`config.mk`:
```
export PLATFORM = sky130hd
export DESIGN_NAME = cbt_merge
export DESIGN_NICKNAME = d
export VERILOG_FILES = /design/src/rtl/cbt_pkg.sv /design/src/rtl/cbt_merge.sv
export SDC_FILE = /design/constraint.sdc
export NUM_CORES = 1
export LEC_CHECK = 0
export BUFFER_PORTS_ARGS = -buffer_cell sky130_fd_sc_hd__buf_2
export CORE_MARGIN = 2
export CORE_UTILIZATION = 51
export DETAILED_ROUTE_END_ITERATION = 7
export PLACE_DENSITY = 0.93
export SYNTH_ARGS = -nofsm -noshare
export SYNTH_HDL_FRONTEND = slang
export SYNTH_SLANG_ARGS = --single-unit
```
`constraint.sdc`:
```
create_clock -name clk -period 7.9 [get_ports clk]
set_input_delay 1.58 -clock clk [delete_from_list [all_inputs] [get_ports clk]]
set_output_delay 1.58 -clock clk [all_outputs]
set_load 0.005 [all_outputs]
```
`src/rtl/cbt_pkg.sv`:
```
// Shared widths, constants and beat types of the cubic Bezier tessellator.
package cbt_pkg;

  localparam int COORD_W  = 16;
  localparam int N_PTS    = 4;
  localparam int N_AXES   = 3;
  localparam int N_COORDS = N_PTS * N_AXES;
  localparam int SEG_W    = 6;
  localparam int T_FRAC   = 16;
  localparam int T_W      = T_FRAC + 1;
  localparam int CNT_W    = $clog2(T_W);
  localparam int SQ_W     = 2 * T_FRAC + 1;
  localparam int CU_W     = 3 * T_FRAC + 2;
  localparam int RND_W    = CU_W + 1;
  localparam int PROD_W   = T_W + 1 + COORD_W;
  localparam int SUM_W    = PROD_W + 2;
  localparam int V_W      = SUM_W - T_FRAC;
  localparam int IN_W     = N_COORDS * COORD_W;
  localparam int OUT_W    = N_AXES * COORD_W;

  localparam logic [SEG_W-1:0] SEG_RESET = SEG_W'(50);
  localparam logic [T_W-1:0]   T_ONE     = T_W'(1) << T_FRAC;
  localparam logic [RND_W-1:0] W_HALF    = RND_W'(1) << (2 * T_FRAC - 1);
  localparam logic signed [SUM_W-1:0] S_HALF = SUM_W'(1) << (T_FRAC - 1);
  localparam logic signed [V_W-1:0]   V_MAX  = V_W'((1 << (COORD_W - 1)) - 1);
  localparam logic signed [V_W-1:0]   V_MIN  = -V_MAX - V_W'(1);

  typedef struct packed {
    logic valid;
    logic last;
  } tag_t;

  typedef struct packed {
    tag_t                        tag;
    logic [N_PTS-1:0][T_W-1:0]   w;
  } wgt_beat_t;

endpackage

```
`src/rtl/cbt_merge.sv`:
```
// Joins the lane sums into one rounded, saturated vertex beat.
module cbt_merge (
  input  logic                                clk,
  input  logic                                rst_n,
  input  cbt_pkg::tag_t                       tag,
  input  logic signed [cbt_pkg::SUM_W-1:0]    sum_x,
  input  logic signed [cbt_pkg::SUM_W-1:0]    sum_y,
  input  logic signed [cbt_pkg::SUM_W-1:0]    sum_z,
  output logic                                en,
  output logic                                out_tvalid,
  input  logic                                out_tready,
  output logic [cbt_pkg::OUT_W-1:0]           out_tdata,
  output logic                                out_tlast
);

  cbt_pkg::tag_t                  s4_tag_r, s5_tag_r;
  logic                           vld_r;
  logic                           last_r;
  logic [cbt_pkg::OUT_W-1:0]      data_r;

  function automatic logic [cbt_pkg::COORD_W-1:0] rnd_sat(
    input logic signed [cbt_pkg::SUM_W-1:0] s
  );
    logic signed [cbt_pkg::SUM_W-1:0] r;
    logic signed [cbt_pkg::V_W-1:0]   v;
    logic signed [cbt_pkg::V_W-1:0]   c;
    r = s + cbt_pkg::S_HALF;
    v = $signed(r[cbt_pkg::SUM_W-1:cbt_pkg::T_FRAC]);
    if (v > cbt_pkg::V_MAX) begin
      c = cbt_pkg::V_MAX;
    end else if (v < cbt_pkg::V_MIN) begin
      c = cbt_pkg::V_MIN;
    end else begin
      c = v;
    end
    return c[cbt_pkg::COORD_W-1:0];
  endfunction

  assign en = !vld_r || out_tready;

  always_ff @(posedge clk) begin
    if (!rst_n) begin
      s4_tag_r <= '0;
      s5_tag_r <= '0;
      vld_r    <= 1'b0;
    end else if (en) begin
      s4_tag_r <= tag;
      s5_tag_r <= s4_tag_r;
      vld_r    <= s5_tag_r.valid;
    end
  end

  always_ff @(posedge clk) begin
    if (en) begin
      last_r <= s5_tag_r.last;
      data_r <= {rnd_sat(sum_z), rnd_sat(sum_y), rnd_sat(sum_x)};
    end
  end

  assign out_tvalid = vld_r;
  assign out_tlast  = last_r;
  assign out_tdata  = data_r;

endmodule

```
==> flow_summary.json, run 1 <==
{
  "ys_warn_count": 0,
  "layout.cells.non_filler": 510,
  "synth_cell_type_count": 48,
  "clk_pin_slew_ps": 100,
  "cap_viol_max_count": 0,
  "first_pass_iters": 8,
  "insertedDiodeCount": 0,
  "vdd_drop_max_v": 0.0000772,
  "grt_usage_pct": 21.2,
  "drive_above_1_share_pct": 37.6,
  "portBuffers": 118,
  "power.share.clock_pct": 25.7,
  "initialDrtViolationCount": 135,
  "power_density_nw_per_um2": 150,
  "yosys.area_share.simple_pct": 20.6,
  "cts_max_level": 2,
  "numCtsBuffers": 5,
  "required_ps": 6320,
  "slew_headroom_pct": 46.6,
  "ys_seq_elements": 54,
  "drc": 10,
  "ioPinCount": 164,
  "cp.arrival_ps": 2540,
  "synth_xor_area_share_pct": 14.9,
  "comb_power_share_pct": 19.1,
  "cts-root-buf": "clkbuf_8",
  "grt_pass1_wl_um": 12600,
  "cts_hold_buf": 0,
  "die_w_um": 85.8,
  "cts_tree": "built",
  "yosysSeqAreaShare_pct": 46.0,
  "hpwl_um": 6040,
  "synth_edf_count": 49,
  "fin_crit_sh_pct": 52.2,
  "hold_class": "reg2reg",
  "syn-num-nets": 430,
  "grt_pass1_vias": 2837,
  "min_period_ps": 4120,
  "ys_top_cells_by_count": "edfxtp_1, xnor2_1, nand2_1, xor2_1, nand4_1",
  "r2r-end": "s5_tag_r[0]$_SDFFE_PN0P_",
  "yosys.area.top_type": "edfxtp_1",
  "yosys-mux-area-fraction_pct": 0.879,
  "postCtsSetupBuffers": 0,
  "via_count": 2901,
  "synth_fa_ha_area_share_pct": 1.10,
  "synthTopCellsByArea": "edfxtp_1, xnor2_1, xor2_1",
  "fillers": 496,
  "r2r_setup_slack_ps": 6460,
  "syn_area_per_cell_sq_um": 10.9,
  "fin_tns_setup_ps": 0,
  "yosys.cell_count.top_type": "edfxtp_1",
  "start_util_pct": 53.2,
  "routed_wl_um": 7720,
  "cts_resized": 0,
  "slew_viol_final": 0,
  "gr-total-overflow": 0,
  "power.share.switching_pct": 27.1,
  "core_area_sq_um": 6420,
  "rsz0062_at_grt": "false",
  "synth_compound_gate_area_share_pct": 13.8,
  "setup_viol": 0,
  "ant_nets": 0,
  "startpoint": "out_tready",
  "violations": "DRC",
  "grt_start_max_net_pins": 57,
  "startpoint_type": "input port",
  "num-nets-final": 548,
  "synth_top_cell_area_share_pct": 43.1,
  "syn2layout_area_growth_pct": 21.4,
  "syn_area_sq_um": 3410,
  "seqPwrFrac_pct": 55.2,
  "setup.worst_path.end_class": "output pin",
  "worstMarginPinSlew_ps": 796,
  "syn_inst": 314,
  "switchingPower_mw": 0.169,
  "final_hold_viol_count": 0,
  "max_freq_mhz": 242,
  "clkSinkCount": 54,
  "antenna_found_initial": 0,
  "internal_power_mw": 0.453,
  "critPathKind": "in2out",
  "status": "finished, violations left",
  "fin_worst_skew_ps": 4.63,
  "endpoint": "en",
  "die_h_um": 85.8,
  "crit_fanout": 56,
  "die_area_sq_um": 7370,
  "viasPerCell": 5.69,
  "place_congestion": 0.916,
  "reg2reg_from": "out_tvalid$_SDFFE_PN0P_",
  "clock_path_buffers": 2,
  "cellLeakagePower_nw": 1.57,
  "async_reset_ff_share_pct": 0,
  "ys.flop_type": "edfxtp_1",
  "utilization_pct": 64.6,
  "worstRegToRegCells": 4,
  "clk_latency_ps": 300,
  "std_cell_rows": 29,
  "synth_top_family_by_area": "simple AND/OR/NAND/NOR gates",
  "dp.cells": 502,
  "hold_slack_ps": 439,
  "routedWlPerCell_um": 15.1
}
==> final cells by class <==
type                            count  area, sq um  share of cell area (%)
Multi-Input combinational cell    244         1750                    42.3
Inverter                            7         26.3                   0.634
Timing Repair Buffer              120          606                    14.6
Tap cell                           77         96.3                    2.32
Clock buffer                        5         68.8                    1.66
Sequential cell                    54         1570                    37.9
Clock inverter                      3         25.0                   0.603
==> layer usage <==
metal / GRT usage, % / share of wire [%] / routed length, um / vias to the layer above
li1: - / - / - / 1414
met1: 25.0 / 41 / 3200 / 1351
met2: 38.4 / 51 / 3910 / 116
met3: 4.62 / 6.1 / 467 / 20
met4: 6.49 / 1.9 / 144 / 0
met5: 0 / 0 / 0 / -
==> cells by family after synthesis <==
kind of cell | count (synthesis)
xor+xnor | 55
fa+ha+maj | 3
buf+inv | 16
compound gates | 61
mux | 3
simple gates | 122
flops | 54
==> power by group through the flow <==
stage	logic (mW)	clock network [mW]	registers, mW
after floorplan	0.0548	0	0.353
after global placement	0.113	0	0.349
after detailed placement	0.119	0	0.350
after CTS	0.119	0.166	0.344
after global routing	0.130	0.175	0.345
final	0.119	0.160	0.343
==> layout by cell type (no fill, tap or decap), types with 2 or more instances in the layout <==
| master | netlist | layout |
|---|---|---|
| dfxtp_1 | 5 | 5 |
| nand2_1 | 24 | 24 |
| and4_1 | 8 | 8 |
| nand4_1 | 19 | 19 |
| o211ai_2 | 5 | 5 |
| o31ai_1 | 2 | 2 |
| o21ai_0 | 9 | 9 |
| nor2_1 | 15 | 15 |
| xor2_1 | 24 | 24 |
| o21ai_1 | 14 | 14 |
| and2_1 | 4 | 4 |
| or4_1 | 3 | 3 |
| o21ai_2 | 15 | 15 |
| a21boi_0 | 2 | 2 |
| mux2i_1 | 3 | 3 |
| inv_1 | 7 | 7 |
| or2_1 | 5 | 5 |
| a41o_1 | 2 | 2 |
| xnor2_1 | 29 | 29 |
| a21oi_1 | 4 | 4 |
| nor4_1 | 3 | 3 |
| a31oi_1 | 2 | 2 |
| edfxtp_1 | 49 | 49 |
| buf_2 | 2 | 118 |
| nor3_1 | 8 | 8 |
| nand3_1 | 15 | 15 |
| ha_1 | 3 | 3 |
| clkbuf_8 | 0 | 5 |
| nor2b_1 | 5 | 5 |
| or2_2 | 2 | 2 |
| buf_4 | 2 | 2 |
| and3_1 | 3 | 3 |
==> sequential cells by signal (all words and copies together) (netlist names) <==
signal / flops
out_tvalid: 1
out_tdata: 48
s5_tag_r: 2
out_tlast: 1
s4_tag_r: 2
==> worst min path at each step <==
stage                              from                  end  slack (ps)  cells past startpoint
5_1_grt        s5_tag_r[0]$_SDFFE_PN0P_  out_tlast$_DFFE_PP_         460                      0
6_report       s5_tag_r[0]$_SDFFE_PN0P_  out_tlast$_DFFE_PP_         440                      0
4_1_cts        s5_tag_r[0]$_SDFFE_PN0P_  out_tlast$_DFFE_PP_         440                      0
2_1_floorplan  s5_tag_r[0]$_SDFFE_PN0P_  out_tlast$_DFFE_PP_         410                      0
3_3_place_gp   s5_tag_r[0]$_SDFFE_PN0P_  out_tlast$_DFFE_PP_         410                      0
3_5_place_dp   s5_tag_r[0]$_SDFFE_PN0P_  out_tlast$_DFFE_PP_         420                      0
==> stage by stage <==
stage	worst slack (ps)	power [mW]	instance area, sq um
floorplan	3080	0.408	3410
global placement	3780	0.462	4050
detailed placement	3730	0.468	4050
CTS	3730	0.628	4150
global route	3690	0.651	4150
finish	3780	0.622	4150
==> critical path, cell delays in order <==
cell      delay (ps)
buf_2             80
nand2b_2         100
buf_4            550
buf_2            230
No activity file was read; power rests on OpenSTA's default activity.
==> inputs of run 2 (changes only) <==
--- a/config.mk
+++ b/config.mk
@@ -5,11 +5,12 @@
 export SDC_FILE = /design/constraint.sdc
 export NUM_CORES = 1
 export LEC_CHECK = 0
+export ABC_AREA = 1
 export BUFFER_PORTS_ARGS = -buffer_cell sky130_fd_sc_hd__buf_2
 export CORE_MARGIN = 2
-export CORE_UTILIZATION = 51
+export CORE_UTILIZATION = 48
 export DETAILED_ROUTE_END_ITERATION = 7
-export PLACE_DENSITY = 0.93
+export PLACE_DENSITY = 0.87
 export SYNTH_ARGS = -nofsm -noshare
 export SYNTH_HDL_FRONTEND = slang
 export SYNTH_SLANG_ARGS = --single-unit
==> constraint.sdc (replaced) <==
create_clock -name clk -period 3.97 [get_ports clk]
set_input_delay 0.794 -clock clk [delete_from_list [all_inputs] [get_ports clk]]
set_output_delay 0.794 -clock clk [all_outputs]
set_load 0.005 [all_outputs]
==> run 2 against run 1 <==
Effect of this change:
- the run now ends clean
- combinational power is 120% higher
- synthesized area is 11% higher
- core utilization is 5.6 points lower
- first-iteration DRC count is 12% lower
- non-clock buffer count is 1 lower
- die area is 17% higher
- clock power is 85% higher
- power is 100% higher
==> flow_summary.json, run 2 <==
{
  "routedWlPerCell_um": 11.9,
  "start_util_pct": 49.2,
  "gr-total-overflow": 0,
  "grt_start_max_net_pins": 54,
  "cts_tree": "built",
  "die_h_um": 92.8,
  "std_cell_rows": 32,
  "postCtsSetupBuffers": 0,
  "insertedDiodeCount": 0,
  "portBuffers": 118,
  "clk_latency_ps": 300,
  "ant_nets": 0,
  "syn_inst": 475,
  "fin_crit_sh_pct": 59.6,
  "cap_viol_max_count": 0,
  "core_area_sq_um": 7690,
  "routed_wl_um": 8320,
  "syn2layout_area_growth_pct": 19.7,
  "dpl_cell_area_sq_um": 4450,
  "max_freq_mhz": 423,
  "rsz0062_at_grt": "false",
  "routed.top_layer": "met4",
  "synth_top_cell_area_share_pct": 38.9,
  "final_hold_viol_count": 0,
  "final_common_cell": "nand2_1",
  "vdd_drop_max_v": 0.000141,
  "crit_family": "simple AND/OR/NAND/NOR gates",
  "slew_headroom_pct": 55.7,
  "syn_area_per_cell_sq_um": 7.97,
  "clk_pin_slew_ps": 100,
  "ys_warn_count": 0,
  "power_density_nw_per_um2": 274,
  "grt_pass1_vias": 3097,
  "place_congestion": 0.890,
  "synthTopCellsByArea": "edfxtp_1, nand2_1, xnor2_1",
  "drc": 0,
  "slew_viol_final": 0,
  "via_count": 3385,
  "first_pass_iters": 4,
  "cp.arrival_ps": 2400,
  "min_period_ps": 2370,
  "cellLeakagePower_nw": 2.15,
  "status": "finished clean",
  "ys.flop_type": "edfxtp_1",
  "drive_above_1_share_pct": 32.0,
  "hpwl_um": 6680,
  "clkSinkCount": 54,
  "critical-path-max-stage-delay_ps": 460,
  "setup_viol": 0,
  "grt_usage_pct": 19.3,
  "yosys.area.top_type": "edfxtp_1",
  "path_buf_inv": 1,
  "syn_area_sq_um": 3780,
  "cts_max_level": 2,
  "cp_cell_sequence": "buf_2, ha_1, nand2_1, nor2_4, nand2_4, nor2_2, nand3_1, nand2_1, nand3_2, o21bai_4, nand2_1",
  "ys_seq_elements": 54,
  "ys_top_cells_by_count": "nand2_1, edfxtp_1, inv_1, nor2_1, nand3_1",
  "fin_worst_skew_ps": 12.6,
  "synth_edf_count": 49,
  "clock_path_buffers": 2,
  "layout_common_cells": "nand2_1, buf_2, edfxtp_1, inv_1, nor2_1",
  "crit_fanout": 15,
  "wl_met1_um": 3520,
  "antenna_found_initial": 0,
  "yosys.cell_count.top_type": "nand2_1",
  "required_ps": 4000,
  "cts-root-buf": "clkbuf_8",
  "stdcell_area_sq_um": 4530,
  "numCtsBuffers": 5,
  "cts_hold_buf": 0,
  "ioPinCount": 164,
  "largest_reg_flops": 48,
  "syn-num-nets": 591,
  "synth_cell_type_count": 31,
  "die_area_sq_um": 8610,
  "initialDrtViolationCount": 119,
  "hold_class": "reg2reg",
  "worstMarginPinSlew_ps": 665,
  "crit_path_top_delay_cell": "o21bai_4",
  "fillers": 716,
  "path_common_cell": "nand2_1",
  "async_reset_ff_share_pct": 0,
  "dr_wl_met3_um": 565,
  "die_w_um": 92.8,
  "grt_pass1_wl_um": 13500,
  "critPathKind": "in2reg",
  "setup.worst_path.end_class": "flip-flop",
  "utilization_pct": 59.0,
  "routed-wl-met2_um": 4140,
  "startpoint_type": "input port",
  "yosysSeqAreaShare_pct": 41.5,
  "viasPerCell": 4.85,
  "cts_resized": 0,
  "num-nets-final": 711,
  "fin_tns_setup_ps": 0
}
run 2: worst register-to-register path, cell delays in order (launching register included):
cell	delay, ps
dfxtp_1	330
inv_1	40
nor2_1	300
inv_2	120
buf_4	360
nor2_1	190
nor2_1	70
run 2: area by class of cell:
| cell class | instances | area [sq um] | area share (%) |
|---|---|---|---|
| Clock buffer | 5 | 68.8 | 1.52 |
| Clock inverter | 3 | 16.3 | 0.359 |
| Inverter | 52 | 195 | 4.31 |
| Multi-Input combinational cell | 363 | 1950 | 43.1 |
| Sequential cell | 54 | 1570 | 34.7 |
| Tap cell | 102 | 128 | 2.82 |
| Timing Repair Buffer | 119 | 598 | 13.2 |
run 2: logic make-up after synthesis:
logic type      count (synthesis)  share of synthesized area (%)
simple gates                  303                           37.9
buf+inv                        58                           6.84
flops                          54                           41.5
xor+xnor                       42                           9.72
compound gates                 15                           3.01
fa+ha+maj                       3                          0.992
run 2: per-layer routing:
metal  GRT usage (%)  up-vias
met4            6.50        0
met1            23.3     1515
met2            34.5      122
li1                -     1736
met5               0        -
met3            3.74       12
run 2: path summary, 6_finish.rpt:
path / start / end / slack [ps] / depth (start not counted)
max: sum_y[15] / out_tdata[20]$_SDFFCE_PN1P_ / 1600 / 11
min: s5_tag_r[0]$_SDFFE_PN0P_ / out_tlast$_DFFE_PP_ / 450 / 0
max reg2reg: out_tvalid$_SDFFE_PN0P_ / s4_tag_r[0]$_SDFFE_PN0P_ / 2460 / 6
min reg2reg: s5_tag_r[0]$_SDFFE_PN0P_ / out_tlast$_DFFE_PP_ / 450 / 0
run 2: report_power, final:
part	switching [mW]	internal [mW]	leakage (nW)	total, mW
Clock	0.175	0.121	0.0416	0.296
Sequential	0.0122	0.673	0.536	0.685
Combinational	0.153	0.106	1.57	0.260
Total	0.340	0.901	2.15	1.24
run 2: stage by stage:
stage	instances	worst slack (ps)	hold WS [ps]	total power, mW
floorplan	475	1260	409	0.839
global placement	690	1330	414	0.949
detailed placement	690	1290	432	0.958
CTS	698	1600	456	1.25
global route	698	1430	472	1.31
finish	698	1600	453	1.24
==> inputs of run 3 (changes only) <==
==> constraint.sdc (replaced) <==
create_clock -name clk -period 2.3 [get_ports clk]
set_input_delay 0.46 -clock clk [delete_from_list [all_inputs] [get_ports clk]]
set_output_delay 0.46 -clock clk [all_outputs]
set_load 0.005 [all_outputs]
==> run 3 against run 2 <==
Effect of this change:
- global-route usage is 0.32 points higher
- wire length is 0.25% higher
- cell area is 1.1% higher
- combinational power is 77% higher
- clock skew is 7.0 ps lower
- cell count is 0.43% higher
- first-iteration DRC count is 21% higher
- critical endpoint is now out_tdata[2]$_SDFFCE_PN1P_
- largest cell class unchanged
- largest power group unchanged
==> flow_summary.json, run 3 (synthesis results as in run 2) <==
{
  "status": "finished clean",
  "initialDrtViolationCount": 144,
  "hp-start": "rst_n",
  "grt_usage_pct": 19.6,
  "cp_cell_sequence": "buf_2, ha_1, nand2_1, nor2_2, nand2_2, nor2_2, nand2_1, nand2_1, nor2_1, nand2_1, nand2_4, nand2_1, nand2_1",
  "seqCellArea_sq_um": 1570,
  "core_area_sq_um": 7690,
  "portBuffers": 118,
  "layout_common_cells": "nand2_1, buf_2, edfxtp_1, inv_1, nor2_1",
  "routed_wl_um": 8350,
  "worstRegToRegCells": 6,
  "startpoint_type": "input port",
  "syn2layout_area_growth_pct": 21.1,
  "crit_fanout": 15,
  "slew_viol_final": 0,
  "crit_path_top_delay_cell": "nor2_2",
  "required_ps": 2350,
  "grt_pass1_vias": 3205,
  "ant_nets": 0,
  "antenna_found_initial": 0,
  "die_w_um": 92.8,
  "holdPathEnd": "s5_tag_r[0]$_SDFFE_PN0P_",
  "worstMarginPinSlew_ps": 380,
  "setup_viol": 0,
  "cap_viol_max_count": 0,
  "utilization_pct": 59.6,
  "hpwl_um": 6920,
  "largest_reg_flops": 48,
  "cts_max_level": 2,
  "clk_latency_ps": 290,
  "whs_path_depth": 3,
  "fin_crit_sh_pct": 81.3,
  "setup_ws_ps": 429,
  "multiInputGateArea_sq_um": 1950,
  "min_period_ps": 1870,
  "cts_tree": "built",
  "vdd_drop_max_v": 0.000243,
  "cts_resized": 0,
  "dp.cells": 693,
  "path_common_cell": "nand2_1",
  "place_congestion": 0.900,
  "hold_class": "in2reg",
  "drive_above_1_share_pct": 32.4,
  "pre_cts_ws_ps": 108,
  "cellLeakagePower_nw": 2.17,
  "viasPerCell": 4.88,
  "fin_tns_setup_ps": 0,
  "num-nets-final": 714,
  "fillers": 715,
  "cts_hold_buf": 0,
  "clk_pin_slew_ps": 100,
  "ioPinCount": 164,
  "die_h_um": 92.8,
  "gr-total-overflow": 0,
  "layout.cells.non_filler": 701,
  "first_pass_iters": 4,
  "max_freq_mhz": 535,
  "grt_start_max_net_pins": 32,
  "insertedDiodeCount": 0,
  "critical-path-max-stage-delay_ps": 230,
  "clock_path_buffers": 2,
  "drc": 0,
  "final_common_cell": "nand2_1",
  "r2r-end": "s4_tag_r[0]$_SDFFE_PN0P_",
  "start_util_pct": 49.2,
  "rsz0062_at_grt": "false",
  "cts-root-buf": "clkbuf_8",
  "numCtsBuffers": 5,
  "slew_headroom_pct": 74.6,
  "setup.worst_path.end_class": "flip-flop",
  "fin_worst_skew_ps": 5.59,
  "power.total_mw": 2.15,
  "routedWlPerCell_um": 11.9,
  "die_area_sq_um": 8610,
  "power_density_nw_per_um2": 469,
  "cp.arrival_ps": 1930,
  "critPathKind": "in2reg",
  "clkSinkCount": 54,
  "postCtsSetupBuffers": 0,
  "reg2reg_from": "out_tvalid$_SDFFE_PN0P_",
  "grt_pass1_wl_um": 13700,
  "std_cell_rows": 32,
  "via_count": 3418,
  "final_hold_viol_count": 0,
  "r2r_setup_slack_ps": 820
}
==> run 3: metal layers <==
layer	global-route usage (%)	part of all wire (%)	up-vias	wire, um
met3	4.39	6.5	10	545
met2	37.0	52	111	4360
met1	22.0	40	1548	3350
met4	5.51	1.2	0	98
li1	-	-	1749	-
met5	0	0	-	0
==> run 3: final cells by class <==
cell class,instances,share of cell area [%]
inverters,52,4.26
repair buffers,122,14.1
clock buffers,6,1.58
multi-input cells,363,42.7
well taps,102,2.79
clock inverters,2,0.328
flip-flops and latches,54,34.3
==> run 3: how the worst max path moves through the flow <==
stage | slack (ps) | from | endpoint | cells after the start
4_1_cts | 430 | out_tvalid$_SDFFE_PN0P_ | en | 4
3_3_place_gp | 180 | sum_y[15] | out_tdata[20]$_SDFFCE_PN1P_ | 11
6_report | 430 | sum_x[15] | out_tdata[2]$_SDFFCE_PN1P_ | 13
5_1_grt | 220 | sum_z[16] | out_tdata[44]$_SDFFCE_PN1P_ | 13
2_1_floorplan | 260 | out_tready | en | 2
3_5_place_dp | 110 | sum_z[15] | out_tdata[42]$_SDFFCE_PN1P_ | 13
==> run 3: report_power, final <==
| group | internal [mW] | switching (mW) | total, mW |
|---|---|---|---|
| Sequential | 1.16 | 0.0223 | 1.18 |
| Combinational | 0.193 | 0.267 | 0.460 |
| Clock | 0.215 | 0.292 | 0.507 |
| Total | 1.57 | 0.582 | 2.15 |
==> run 3: through the flow <==
step                area (sq um)  hold slack (ps)
floorplan                   3780              409
global placement            4490              414
detailed placement          4490              416
CTS                         4580              427
global route                4580              445
finish                      4580              437
==> run 3: critical path, delay by kind of cell <==
kind	cells	cell delay [ps]
AND/OR/NAND/NOR	11	1170
adder cells (fa/ha/maj)	1	180
buffers and inverters	1	100
