## config.mk

```make
export PLATFORM = sky130hd
export DESIGN_NAME = cbt_recip
export DESIGN_NICKNAME = d
export VERILOG_FILES = /design/src/rtl/cbt_pkg.sv /design/src/rtl/cbt_recip.sv
export SDC_FILE = /design/constraint.sdc
export NUM_CORES = 1
export LEC_CHECK = 0
export BUFFER_PORTS_ARGS = -buffer_cell sky130_fd_sc_hd__buf_2
export CAP_MARGIN = 40
export CORE_MARGIN = 4
export CORE_UTILIZATION = 35
export CTS_BUF_LIST = sky130_fd_sc_hd__clkbuf_4 sky130_fd_sc_hd__clkbuf_8
export DETAILED_ROUTE_END_ITERATION = 16
export PLACE_DENSITY_LB_ADDON = 0.05
export RECOVER_POWER = 50
export SLEW_MARGIN = 20
export SYNTH_ARGS = -nofsm -noshare
export SYNTH_HDL_FRONTEND = slang
export SYNTH_SLANG_ARGS = --single-unit
export TNS_END_PERCENT = 50
```

## constraint.sdc

```tcl
create_clock -name clk -period 2.13 [get_ports clk]
set_input_delay 0.426 -clock clk [delete_from_list [all_inputs] [get_ports clk]]
set_output_delay 0.426 -clock clk [all_outputs]
set_load 0.02 [all_outputs]
```

## src/rtl/cbt_pkg.sv

```systemverilog
// Shared widths, constants and beat types of the cubic Bezier tessellator.
package cbt_pkg;

  localparam int COORD_W  = 16;
  localparam int N_PTS    = 4;
  localparam int N_AXES   = 3;
  localparam int N_COORDS = N_PTS * N_AXES;
  localparam int SEG_W    = 6;
  localparam int T_FRAC   = 16;
  localparam int T_W      = T_FRAC + 1;
  localparam int CNT_W    = $clog2(T_W);
  localparam int SQ_W     = 2 * T_FRAC + 1;
  localparam int CU_W     = 3 * T_FRAC + 2;
  localparam int RND_W    = CU_W + 1;
  localparam int PROD_W   = T_W + 1 + COORD_W;
  localparam int SUM_W    = PROD_W + 2;
  localparam int V_W      = SUM_W - T_FRAC;
  localparam int IN_W     = N_COORDS * COORD_W;
  localparam int OUT_W    = N_AXES * COORD_W;

  localparam logic [SEG_W-1:0] SEG_RESET = SEG_W'(50);
  localparam logic [T_W-1:0]   T_ONE     = T_W'(1) << T_FRAC;
  localparam logic [RND_W-1:0] W_HALF    = RND_W'(1) << (2 * T_FRAC - 1);
  localparam logic signed [SUM_W-1:0] S_HALF = SUM_W'(1) << (T_FRAC - 1);
  localparam logic signed [V_W-1:0]   V_MAX  = V_W'((1 << (COORD_W - 1)) - 1);
  localparam logic signed [V_W-1:0]   V_MIN  = -V_MAX - V_W'(1);

  typedef struct packed {
    logic valid;
    logic last;
  } tag_t;

  typedef struct packed {
    tag_t                        tag;
    logic [N_PTS-1:0][T_W-1:0]   w;
  } wgt_beat_t;

endpackage

```

## src/rtl/cbt_recip.sv

```systemverilog
// Bit-serial divider giving 2^16 / n as quotient and remainder.
module cbt_recip (
  input  logic                       clk,
  input  logic                       rst_n,
  input  logic                       start,
  input  logic [cbt_pkg::SEG_W-1:0]  n,
  output logic                       busy,
  output logic [cbt_pkg::T_W-1:0]    quo,
  output logic [cbt_pkg::SEG_W-1:0]  rem
);

  logic                       busy_r;
  logic [cbt_pkg::CNT_W-1:0]  cnt_r;
  logic [cbt_pkg::SEG_W-1:0]  rem_r;
  logic [cbt_pkg::T_W-1:0]    quo_r;
  logic [cbt_pkg::SEG_W:0]    rem_sh;
  logic [cbt_pkg::SEG_W:0]    diff;
  logic                       ge;
  logic [cbt_pkg::SEG_W-1:0]  rem_nxt;

  always_comb begin
    rem_sh  = {rem_r, (cnt_r == cbt_pkg::CNT_W'(cbt_pkg::T_W - 1))};
    ge      = rem_sh >= {1'b0, n};
    diff    = rem_sh - {1'b0, n};
    rem_nxt = ge ? diff[cbt_pkg::SEG_W-1:0] : rem_sh[cbt_pkg::SEG_W-1:0];
  end

  always_ff @(posedge clk) begin
    if (!rst_n || start) begin
      busy_r <= 1'b1;
      cnt_r  <= cbt_pkg::CNT_W'(cbt_pkg::T_W - 1);
      rem_r  <= '0;
      quo_r  <= '0;
    end else if (busy_r) begin
      rem_r <= rem_nxt;
      quo_r <= {quo_r[cbt_pkg::T_W-2:0], ge};
      cnt_r <= cnt_r - cbt_pkg::CNT_W'(1);
      if (cnt_r == '0) begin
        busy_r <= 1'b0;
      end
    end
  end

  assign busy = busy_r;
  assign quo  = quo_r;
  assign rem  = rem_r;

`ifndef NO_ASSERTIONS
  a_quo_exact: assert property (@(posedge clk) disable iff (!rst_n)
    !busy_r |-> (24'(quo_r) * 24'(n) + 24'(rem_r)) == 24'(cbt_pkg::T_ONE))
    else $error("reciprocal quotient wrong");
  a_rem_below: assert property (@(posedge clk) disable iff (!rst_n)
    !busy_r |-> rem_r < n)
    else $error("reciprocal remainder not below n");
`endif

endmodule

```

==> results by group, run 1 <==
Hold path
  – Worst Hold End: busy$_SDFF_PP1_
  – Hold Path Cell Cnt: 3
  – Worst Hold Launch: start
  – Hold WC Path Type: input pin to flop

Worst setup path
  – Worst r2r src: cnt_r[2]$_SDFFE_PP0P_
  – Critical Path RT: 2310 ps
  – CP Capture Type: flop
  – WP data arrival: 2260 ps
  – Critical Path Fanout Max: 3
  – Crit path from: cnt_r[2]$_SDFFE_PP0P_
  – CP startpoint kind: flop
  – Worst R2R Setup Slack: 50 ps
  – CP Class: flop to flop
  – Worst R2R Path Depth: 8
  – Reg2reg end: rem[3]$_SDFFE_PP0P_

Power
  – Sw Share: 26.50%
  – Combinational share of power: 20.7%
  – Int Pwr: 959.3 µW
  – Register share of total power: 44.0%
  – Power Density: 677.8 mW/mm²
  – Max IR drop VDD: 0.4345 mV
  – Leakage: 0.0009416 µW
  – Net Switching: 346.0 µW
  – Total power: 1305 µW
  – Clock share of power: 35.3%

Drt
  – Metal-1 WL: 1466 µm
  – Top layer in use: met4
  – Met2 WL: 1691 µm
  – Total wire length: 3377 µm
  – Avg Vias per Cell: 4.834
  – Final antenna-violating net count: 0
  – Met3 WL: 164 µm
  – Drt wl/cell: 13.04 µm
  – DRT Pass-1 Iters: 4
  – Via count: 1252
  – DR iter-0 viols: 43
  – Drt drc: 0

Synthesis
  – Mapped Avg Cell Area: 9.089 µm²
  – Post-synthesis cell area: 0.001445 mm²
  – Sequential-to-total area share from yosys stat: 40.17%
  – Synth cell types: 36
  – Yosys warns: 0
  – Syn nets: 178
  – FF+latch count, synth: 29
  – Post-synth EDFFs: 0
  – Synth async-reset ratio: 0%
  – Ys flop type: dfxtp_1
  – Post-synthesis cell count: 159

Cells and area
  – Final core occ: 48.14%
  – Fin nets: 227
  – Area delta synth->final: 33.25%
  – Inserted Diodes: 0
  – Fill count: 410
  – Most frequent cells in the layout: nor2_1, dfxtp_1, buf_2, mux2i_1, buf_4
  – Share of cells above drive strength 1: 31.10%

STA
  – Hold slack final: 451.2 ps
  – Post-Route Skew: 3.246 ps
  – Hold Vio Cnt, Final: 0
  – Slew Viols, Final: 0
  – Tmin final: 2078 ps
  – Max_slew headroom: 31.18%
  – Final cycle utilization of the critical path: 97.55%
  – Tightest Pin Transition: 1032 ps
  – Setup TNS: 0 ps
  – FMAX: 481.3 MHz
  – PnR worst setup slack: 52.17 ps
  – Final setup viols: 0

Clock tree
  – Clock Root Buffer: clkbuf_8
  – CTS buffer count: 5
  – Max Buffers Root-to-Sink: 2
  – Clock Latency Late Sink: 280 ps
  – Clock transition at the registers of the reported paths: 60 ps
  – CTS H-Tree Depth: 2
  – TritonCTS clock tree: built
  – # clock sinks: 29

Place
  – DP HPWL: 2391 µm
  – Number of buffers added on ports: 32
  – GP Congestion: 0.7205
  – Setup slack at placement: -106.4 ps

Die
  – Core Area: 0.004000 mm²
  – Initial core utilization: 36.13%
  – I/O pin total: 33
  – Die W: 72.26 µm
  – Die area: 0.005221 mm²
  – Die height: 72.26 µm
  – Std-Cell Rows: 23

Run status
  – Status: completed

Global route
  – Number of global-route vias before repair: 1283
  – Antenna violations before repair: 0
  – Gr ovfl total: 0
  – Largest net degree at the start of global routing: 22
  – First-pass GRT wire length: 5630 µm
  – Tot GR Track Use: 13.73%

Run
  – MaxCap Viol Count: 0
[worst max-delay path by stage]
| stage | end |
|---|---|
| finish | rem[3]$_SDFFE_PP0P_ |
| global route | rem[3]$_SDFFE_PP0P_ |
| CTS | rem[4]$_SDFFE_PP0P_ |
| detailed placement | rem[3]$_SDFFE_PP0P_ |
| global placement | rem[3]$_SDFFE_PP0P_ |
| floorplan | rem[3]$_SDFFE_PP0P_ |
[worst max-delay path: stages (launching register included)]
cell,delay (ps)
dfxtp_1,320
nor2_2,200
nand3_4,120
ha_1,300
nand3_1,110
nor2_2,220
nor3_4,80
or3_4,400
a311oi_2,230
[metal layers]
layer	vias up	global-route usage, %
met2	27	23.26
met1	582	15.73
met4	0	6.054
li1	638	-
met3	5	4.432
met5	-	0
[power groups by stage]
stage / Sequential (µW) / Clock (µW) / Combinational [µW]
after floorplan: 591 / 0 / 143
after global placement: 583 / 0 / 227
after detailed placement: 584 / 0 / 228
after CTS: 572 / 486 / 253
after global routing: 576 / 518 / 298
final: 574 / 461 / 270
[cell type report]
| class | instances | area [µm²] | share of cell area (%) |
|---|---|---|---|
| Multi-Input combinational cell | 115 | 893.4 | 46.39 |
| Sequential cell | 29 | 580.6 | 30.15 |
| Timing Repair Buffer | 49 | 267.8 | 13.91 |
| Clock buffer | 8 | 91.34 | 4.743 |
| Tap cell | 50 | 62.56 | 3.249 |
| Inverter | 8 | 30.03 | 1.559 |
[logic make-up after synthesis]
group / share of synthesized area [%]
AND/OR/NAND/NOR: 21.65
XOR/XNOR: 3.031
flip-flops: 40.17
adder cells (fa/ha/maj): 9.178
AO/OA/AOI/OAI: 10.91
buffers and inverters: 3.982
multiplexers: 11.08
[timing repair]
item / in CTS / in global routing
hold buffers: 0 / 0
setup endpoints to repair: 3 / 7
pin swaps: 2 / 6
gates resized for setup: 8 / 11
setup buffers: 2 / 0
cloned: 0 / 0
[registers in the layout, summed over array words and instances, names as in the netlist]
| signal | flops |
|---|---|
| quo | 17 |
| rem | 6 |
| cnt_r | 5 |
| busy | 1 |
[synth_stat cells, types with 2 or more instances]
master    instances  share of area (%)
a21oi_1           3                1.0
buf_1             2               0.52
a31oi_1           2               0.87
xor2_1            3                1.8
and2b_1           2                1.0
o21ai_0           4                1.4
nand2b_1          4                1.7
or3_1             2               0.87
nor2_1           31                8.1
dfxtp_1          29                 40
mux2i_1          16                 11
ha_1              9                7.8
nand3_1           6                2.1
clkbuf_1          4                1.0
inv_1             8                2.1
a211oi_1          3                1.6
xnor2_1           2                1.2
nand2_1          11                2.9
[metrics by stage]
| step | cell area (µm²) | cells |
|---|---|---|
| 3_3_place_gp | 1753 | 249 |
| 2_1_floorplan | 1445 | 159 |
| 4_1_cts | 1897 | 259 |
| 3_5_place_dp | 1753 | 249 |
| 6_report | 1926 | 259 |
| 5_1_grt | 1926 | 259 |
Note: power is estimated with default switching activity, not from simulation.
==> inputs of run 2 (changes only) <==
--- a/config.mk
+++ b/config.mk
@@ -11,7 +11,7 @@
 export CORE_UTILIZATION = 35
 export CTS_BUF_LIST = sky130_fd_sc_hd__clkbuf_4 sky130_fd_sc_hd__clkbuf_8
 export DETAILED_ROUTE_END_ITERATION = 16
-export PLACE_DENSITY_LB_ADDON = 0.05
+export PLACE_DENSITY = 0.61
 export RECOVER_POWER = 50
 export SLEW_MARGIN = 20
 export SYNTH_ARGS = -nofsm -noshare
==> run 2 against run 1 <==
- the flow now finishes with violations (setup timing)
- setup slack got worse by 88 ps
- critical path type unchanged
- global-route usage fell by 0.77 points
- first-iteration DRC count rose by 23%
- clock skew rose by 1.7 ps
- combinational power barely moved
- wire length fell by 5.4%
- highest routed layer unchanged
- worst hold slack improved by 13 ps
- clock power rose by 30%
- register-to-register slack got worse by 90 ps
- clock-buffer cell count fell by 2
- die area did not move
==> results by group, run 2 (same netlist as run 1, synthesis figures left out) <==
STA
  – Tightest Pin Transition: 580.6 ps (-451.7 ps)
  – Final cycle utilization of the critical path: 101.7% (+4.1 points)
  – Post-Route Skew: 4.932 ps (+1.686 ps)
  – Setup TNS: -35.50 ps (-35.50 ps)
  – Tmin final: 2166 ps (+87.67 ps)
  – PnR worst setup slack: -35.50 ps (-87.67 ps)
  – Slew Viols, Final: 0 (unchanged)
  – Final setup viols: 1 (+1)
  – Hold Vio Cnt, Final: 0 (unchanged)
  – RSZ-0062 raised after global routing: yes
  – FMAX: 461.8 MHz (-4.0%)
  – Max_slew headroom: 61.21% (+30 points)

Die
  – I/O pin total: 33 (unchanged)
  – Core Area: 0.004000 mm² (unchanged)
  – Initial core utilization: 36.13% (unchanged)
  – Die area: 0.005221 mm² (unchanged)
  – Die W: 72.26 µm (unchanged)
  – Die height: 72.26 µm (unchanged)
  – Std-Cell Rows: 23 (unchanged)

Run status
  – Status: complete, but fails checks
  – Violated checks: setup timing

Clock tree
  – # clock sinks: 29 (unchanged)
  – Clock Root Buffer: clkbuf_8
  – Clock Latency Late Sink: 280 ps (about the same)
  – CTS buffer count: 5 (unchanged)
  – TritonCTS clock tree: built
  – Clock transition at the registers of the reported paths: 70 ps (about the same)
  – Max Buffers Root-to-Sink: 2 (unchanged)
  – Hold Buf Count CTS: 0 (unchanged)
  – CTS H-Tree Depth: 2 (unchanged)

Cells and area
  – Multi-input logic area: 885.9 µm² (-0.84%)
  – Fin nets: 230 (+1.3%)
  – Commonest non-fill, non-tap cell in the layout: buf_2
  – Max reg flops: 17 (unchanged)
  – Fill count: 390 (-4.9%)
  – Most frequent cells in the layout: buf_2, nor2_1, dfxtp_1, buf_4, mux2i_1
  – Inserted Diodes: 0 (unchanged)
  – Share of cells above drive strength 1: 37.26% (+6.2 points)
  – Area delta synth->final: 37.75%
  – FF+latch area: 581.8 µm² (+0.22%)
  – Final non-filler cell total: 262 (+1.2%)

Worst setup path
  – Critical Path RT: 2330 ps (+20 ps)
  – Critical Path Fanout Max: 5 (+2)
  – Slowest CP cell: or3_1
  – Worst R2R Path Depth: 9 (+1)
  – CP Capture Type: flop
  – Crit path from: cnt_r[1]$_SDFFE_PP0P_
  – Worst R2R Setup Slack: -40 ps (-90 ps)
  – CP Class: flop to flop
  – Critical Path, Cell by Cell: inv_2 > ha_4 > nand3_4 > ha_1 > nand2b_2 > a211oi_4 > nor3_4 > or3_1 > a311oi_2
  – Slowest cell delay on critical path: 390 ps (about the same)
  – Reg2reg end: rem[3]$_SDFFE_PP0P_
  – CP startpoint kind: flop
  – WP data arrival: 2360 ps (+100 ps)
  – Worst r2r src: cnt_r[1]$_SDFFE_PP0P_

Place
  – Setup slack at placement: -57.67 ps (+48.73 ps)
  – Number of buffers added on ports: 32 (unchanged)
  – DP HPWL: 2223 µm (-7.0%)
  – GP Congestion: 0.7964 (+11%)
  – Inst Count DP: 253 (+1.6%)

Drt
  – Final antenna-violating net count: 0 (unchanged)
  – Drt drc: 0 (unchanged)
  – Total wire length: 3194 µm (-5.4%)
  – Avg Vias per Cell: 4.855 (+0.43%)
  – DRT Pass-1 Iters: 4 (unchanged)
  – DR iter-0 viols: 53 (+23%)
  – Drt wl/cell: 12.19 µm (-6.5%)
  – Via count: 1272 (+1.6%)

Global route
  – Antenna violations before repair: 0 (unchanged)
  – Largest net degree at the start of global routing: 24 (+9.1%)
  – Gr ovfl total: 0 (unchanged)
  – First-pass GRT wire length: 5333 µm (-5.3%)
  – Tot GR Track Use: 12.97% (-0.77 points)
  – Number of global-route vias before repair: 1222 (-4.8%)

Hold path
  – Worst Hold End: busy$_SDFF_PP1_
  – Hold Path Cell Cnt: 3 (unchanged)
  – Worst Hold Launch: start
  – Hold WC Path Type: input pin to flop

Power
  – Max IR drop VDD: 0.4275 mV (-1.6%)
  – Power Density: 723.3 mW/mm² (+6.7%)
  – Leakage: 0.001013 µW (+7.6%)

Run
  – MaxCap Viol Count: 0 (unchanged)
-- run 2: changes by cell type in the layout (fill, tap and decap cells not counted), moves of 2 or more --
cell and delta:
nor2_2 -2, buf_2 +10, clkbuf_4 -5, clkbuf_1 -12, buf_4 +7
-- run 2: critical path, delay by kind of cell, from the launching register on --
family | cells | cell delay (ps)
flip-flops | 1 | 320
adder cells (fa/ha/maj) | 2 | 350
buffers and inverters | 1 | 80
AND/OR/NAND/NOR | 4 | 780
AO/OA/AOI/OAI | 2 | 550
-- run 2: worst max path at each step --
stage                                endpoint  cells past startpoint
final                     rem[3]$_SDFFE_PP0P_                      9
after floorplan           rem[3]$_SDFFE_PP0P_                      9
after detailed placement  rem[4]$_SDFFE_PP0P_                     10
after global placement    rem[4]$_SDFFE_PP0P_                     10
after global routing      rem[4]$_SDFFE_PP0P_                     10
after CTS                 rem[3]$_SDFFE_PP0P_                      9
-- run 2: layout make-up --
cell class / instances / area share (%)
Timing Repair Buffer: 52 / 15.59
Clock inverter: 2 / 1.886
Multi-Input combinational cell: 115 / 44.50
Clock buffer: 6 / 4.148
Inverter: 8 / 1.508
Sequential cell: 29 / 29.23
Tap cell: 50 / 3.143
-- run 2: layer usage --
metal | up-vias | global-route usage [%] | routed length, µm
met5 | - | 0 | 0
li1 | 646 | - | -
met2 | 32 | 18.91 | 1401
met1 | 588 | 17.41 | 1553
met4 | 0 | 6.889 | 60
met3 | 6 | 3.463 | 178
-- run 2: timing repair --
action                                  in CTS  in global routing
endpoints found under the setup margin       1                  4
pin swaps                                    1                  7
hold endpoints to repair                     0                  0
gates resized for setup                      5                 13
buffers inserted                             0                  1
-- run 2: power by group --
group | total (µW) | switching, µW | internal [µW]
sequential | 573 | 14.6 | 558
clock | 598 | 218 | 380
combinational | 269 | 137 | 132
-- run 2: per-stage QoR --
step | cell area [µm²] | power, µW | util [%] | hold WS, ps
after CTS | 1924 | 1428 | 48.11 | 454.7
after global routing | 1991 | 1507 | 49.77 | 486.9
final | 1991 | 1440 | 49.77 | 464.3
after detailed placement | 1783 | 813.2 | 44.57 | 481.0
after floorplan | 1445 | 734.2 | - | 468.5
after global placement | 1783 | 814.9 | 44.57 | 475.1
==> inputs of run 3 (changes only) <==
--- a/config.mk
+++ b/config.mk
@@ -11,10 +11,11 @@
 export CORE_UTILIZATION = 35
 export CTS_BUF_LIST = sky130_fd_sc_hd__clkbuf_4 sky130_fd_sc_hd__clkbuf_8
 export DETAILED_ROUTE_END_ITERATION = 16
-export PLACE_DENSITY = 0.61
+export GPL_TIMING_DRIVEN = 0
+export PLACE_DENSITY = 0.64
 export RECOVER_POWER = 50
 export SLEW_MARGIN = 20
 export SYNTH_ARGS = -nofsm -noshare
 export SYNTH_HDL_FRONTEND = slang
 export SYNTH_SLANG_ARGS = --single-unit
-export TNS_END_PERCENT = 50
+export TNS_END_PERCENT = 1
==> run 3 against run 2 <==
- the flow now finishes without violations
- worst hold slack gained 43 ps
- fmax grew 3.6%
- register-to-register slack gained 70 ps
- via count shrank 3.9%
- critical path depth shrank 1
- utilization shrank 3.2 points
- setup slack gained 75 ps
- global-route usage shrank 1.1 points
- sequential share of layout area grew 1.9 points
==> results by group, run 3 (same netlist as run 1, synthesis figures left out) <==
Cells and area
  – Inserted Diodes: 0 (unchanged)
  – Final non-filler cell total: 251 (-4.2%)
  – Final Cell Area: 0.001863 mm² (-6.4%)
  – Share of cells above drive strength 1: 18.91% (-18 points)
  – Fin nets: 219 (-4.8%)
  – Multi-input logic area: 882.1 µm² (-0.42%)
  – Final core occ: 46.57% (-3.2 points)
  – Area delta synth->final: 28.92%
  – Most frequent cells in the layout: nor2_1, dfxtp_1, clkbuf_1, mux2i_1, nand2_1
  – FF+latch area: 580.6 µm² (-0.22%)
  – Max reg flops: 17 (unchanged)
  – Fill count: 381 (-2.3%)

Worst setup path
  – Worst R2R Setup Slack: 40 ps (+70 ps)
  – Worst R2R Path Depth: 8 (-1)
  – Crit path from: cnt_r[2]$_SDFFE_PP0P_
  – CP Capture Point: rem[3]$_SDFFE_PP0P_
  – Critical Path RT: 2320 ps (about the same)
  – Reg2reg end: rem[3]$_SDFFE_PP0P_
  – CP startpoint kind: flop
  – Worst r2r src: cnt_r[2]$_SDFFE_PP0P_
  – WP data arrival: 2280 ps (-80 ps)
  – Critical Path Fanout Max: 3 (-2)
  – CP Class: flop to flop
  – CP Capture Type: flop

STA
  – Slew Viols, Final: 0 (unchanged)
  – Post-Route Skew: 2.760 ps (-2.172 ps)
  – FMAX: 478.3 MHz (+3.6%)
  – Tightest Pin Transition: 697.6 ps (+117.0 ps)
  – Final cycle utilization of the critical path: 98.16% (-3.5 points)
  – Tmin final: 2091 ps (-74.64 ps)
  – Max_slew headroom: 53.50% (-7.7 points)
  – Setup TNS: 0 ps (+35.50 ps)
  – PnR worst setup slack: 39.14 ps (+74.64 ps)
  – Final setup viols: 0 (-1)
  – Hold Vio Cnt, Final: 0 (unchanged)

Place
  – Dpl cell area: 0.001668 mm² (-6.5%)
  – Number of buffers added on ports: 32 (unchanged)
  – DP HPWL: 2251 µm (+1.2%)
  – Inst Count DP: 241 (-4.7%)
  – GP Congestion: 0.7827 (-1.7%)
  – Setup slack at placement: -114.4 ps (-56.73 ps)

Die
  – I/O pin total: 33 (unchanged)
  – Die height: 72.26 µm (unchanged)
  – Die W: 72.26 µm (unchanged)
  – Die area: 0.005221 mm² (unchanged)
  – Std-Cell Rows: 23 (unchanged)
  – Initial core utilization: 36.13% (unchanged)
  – Core Area: 0.004000 mm² (unchanged)

Global route
  – Tot GR Track Use: 11.82% (-1.1 points)
  – Antenna violations before repair: 0 (unchanged)
  – First-pass GRT wire length: 4988 µm (-6.5%)
  – Gr ovfl total: 0 (unchanged)
  – Number of global-route vias before repair: 1140 (-6.7%)
  – Largest net degree at the start of global routing: 11 (-54%)

Clock tree
  – TritonCTS clock tree: built
  – Clock Latency Late Sink: 280 ps (about the same)
  – Clock Root Buffer: clkbuf_8
  – # clock sinks: 29 (unchanged)
  – Hold Buf Count CTS: 0 (unchanged)
  – CTS buffer count: 5 (unchanged)
  – Clock transition at the registers of the reported paths: 60 ps (about the same)
  – CTS H-Tree Depth: 2 (unchanged)
  – Max Buffers Root-to-Sink: 2 (unchanged)

Power
  – Max IR drop VDD: 0.6024 mV (+41%)
  – Leakage: 0.0008481 µW (-16%)
  – Combinational share of power: 15.8% (-2.9 points)
  – Power Density: 793.1 mW/mm² (+9.7%)
  – Clock share of power: 45.2% (+3.7 points)
  – Net Switching: 349.4 µW (-5.6%)
  – Sw Share: 23.65% (-2.1 points)
  – Register share of total power: 39.0% (-0.8 points)
  – Int Pwr: 1128 µW (+5.5%)

Drt
  – DRT Pass-1 Iters: 4 (unchanged)
  – Drt wl/cell: 12.21 µm (+0.17%)
  – Total wire length: 3065 µm (-4.0%)
  – Via count: 1222 (-3.9%)
  – Final antenna-violating net count: 0 (unchanged)
  – Avg Vias per Cell: 4.869 (+0.28%)
  – Drt drc: 0 (unchanged)
  – DR iter-0 viols: 57 (+7.5%)

Hold path
  – Hold WC Path Type: flop to flop

Run status
  – Status: completed

Run
  – MaxCap Viol Count: 0 (unchanged)
==> run 3: cell types whose count changed in the layout (fill, tap and decap cells not counted), sizes merged <==
cell and delta:
clkbuf +26, clkinvlp -1, bufinv +1, clkinv +1
buf -38
==> run 3: what timing repair did <==
item,4_1_cts,5_1_grt
pin swaps,2,3
setup buffers,2,0
gates resized for setup,7,10
setup endpoints to repair,3,3
==> run 3: power by group through the flow <==
| stage | combinational (µW) | sequential (µW) | clock, µW |
|---|---|---|---|
| after floorplan | 143 | 591 | 0 |
| after global placement | 195 | 585 | 0 |
| after detailed placement | 197 | 585 | 0 |
| after CTS | 219 | 573 | 684 |
| after global routing | 259 | 577 | 707 |
| final | 234 | 576 | 668 |
==> run 3: layout make-up <==
cell class / instances / share of cell area [%]
multi-input combinational: 115 / 47.35
timing repair buffer: 34 / 7.858
sequential: 29 / 31.16
buffer: 7 / 1.477
tap: 50 / 3.358
clock inverter: 3 / 3.492
clock buffer: 5 / 3.694
inverter: 8 / 1.612
==> run 3: stage by stage <==
stage                     total power, µW  hold WS (ps)
after floorplan                     734.2         468.5
after global placement              780.0         472.7
after detailed placement            781.6         494.0
after CTS                            1477         499.4
after global routing                 1543         541.2
final                                1478         507.2
==> run 3: how the worst min path moves through the flow <==
stage	start	end	cells after the start
after global routing	rem[1]$_SDFFE_PP0P_	rem[2]$_SDFFE_PP0P_	2
after CTS	cnt_r[1]$_SDFFE_PP0P_	cnt_r[1]$_SDFFE_PP0P_	2
after global placement	quo[16]$_SDFFE_PP0P_	quo[16]$_SDFFE_PP0P_	2
final	cnt_r[1]$_SDFFE_PP0P_	cnt_r[1]$_SDFFE_PP0P_	2
after floorplan	cnt_r[1]$_SDFFE_PP0P_	cnt_r[1]$_SDFFE_PP0P_	2
after detailed placement	cnt_r[1]$_SDFFE_PP0P_	cnt_r[1]$_SDFFE_PP0P_	2
==> run 3: routing by layer <==
metal | up-vias | global-route usage [%] | routed length, µm
met1 | 571 | 15.05 | 1421
met3 | 3 | 4.848 | 162
met4 | 0 | 1.879 | 24
met5 | - | 0 | 0
li1 | 624 | - | -
met2 | 24 | 19.11 | 1457
==> run 3: worst max-delay path: stages (launching register included) <==
cell      delay, ps
dfxtp_1         340
nor2_2          240
nand3_4         120
ha_1            200
nand2b_4        150
a211oi_4        260
nor3_4           50
or3_1           400
a311oi_2        240
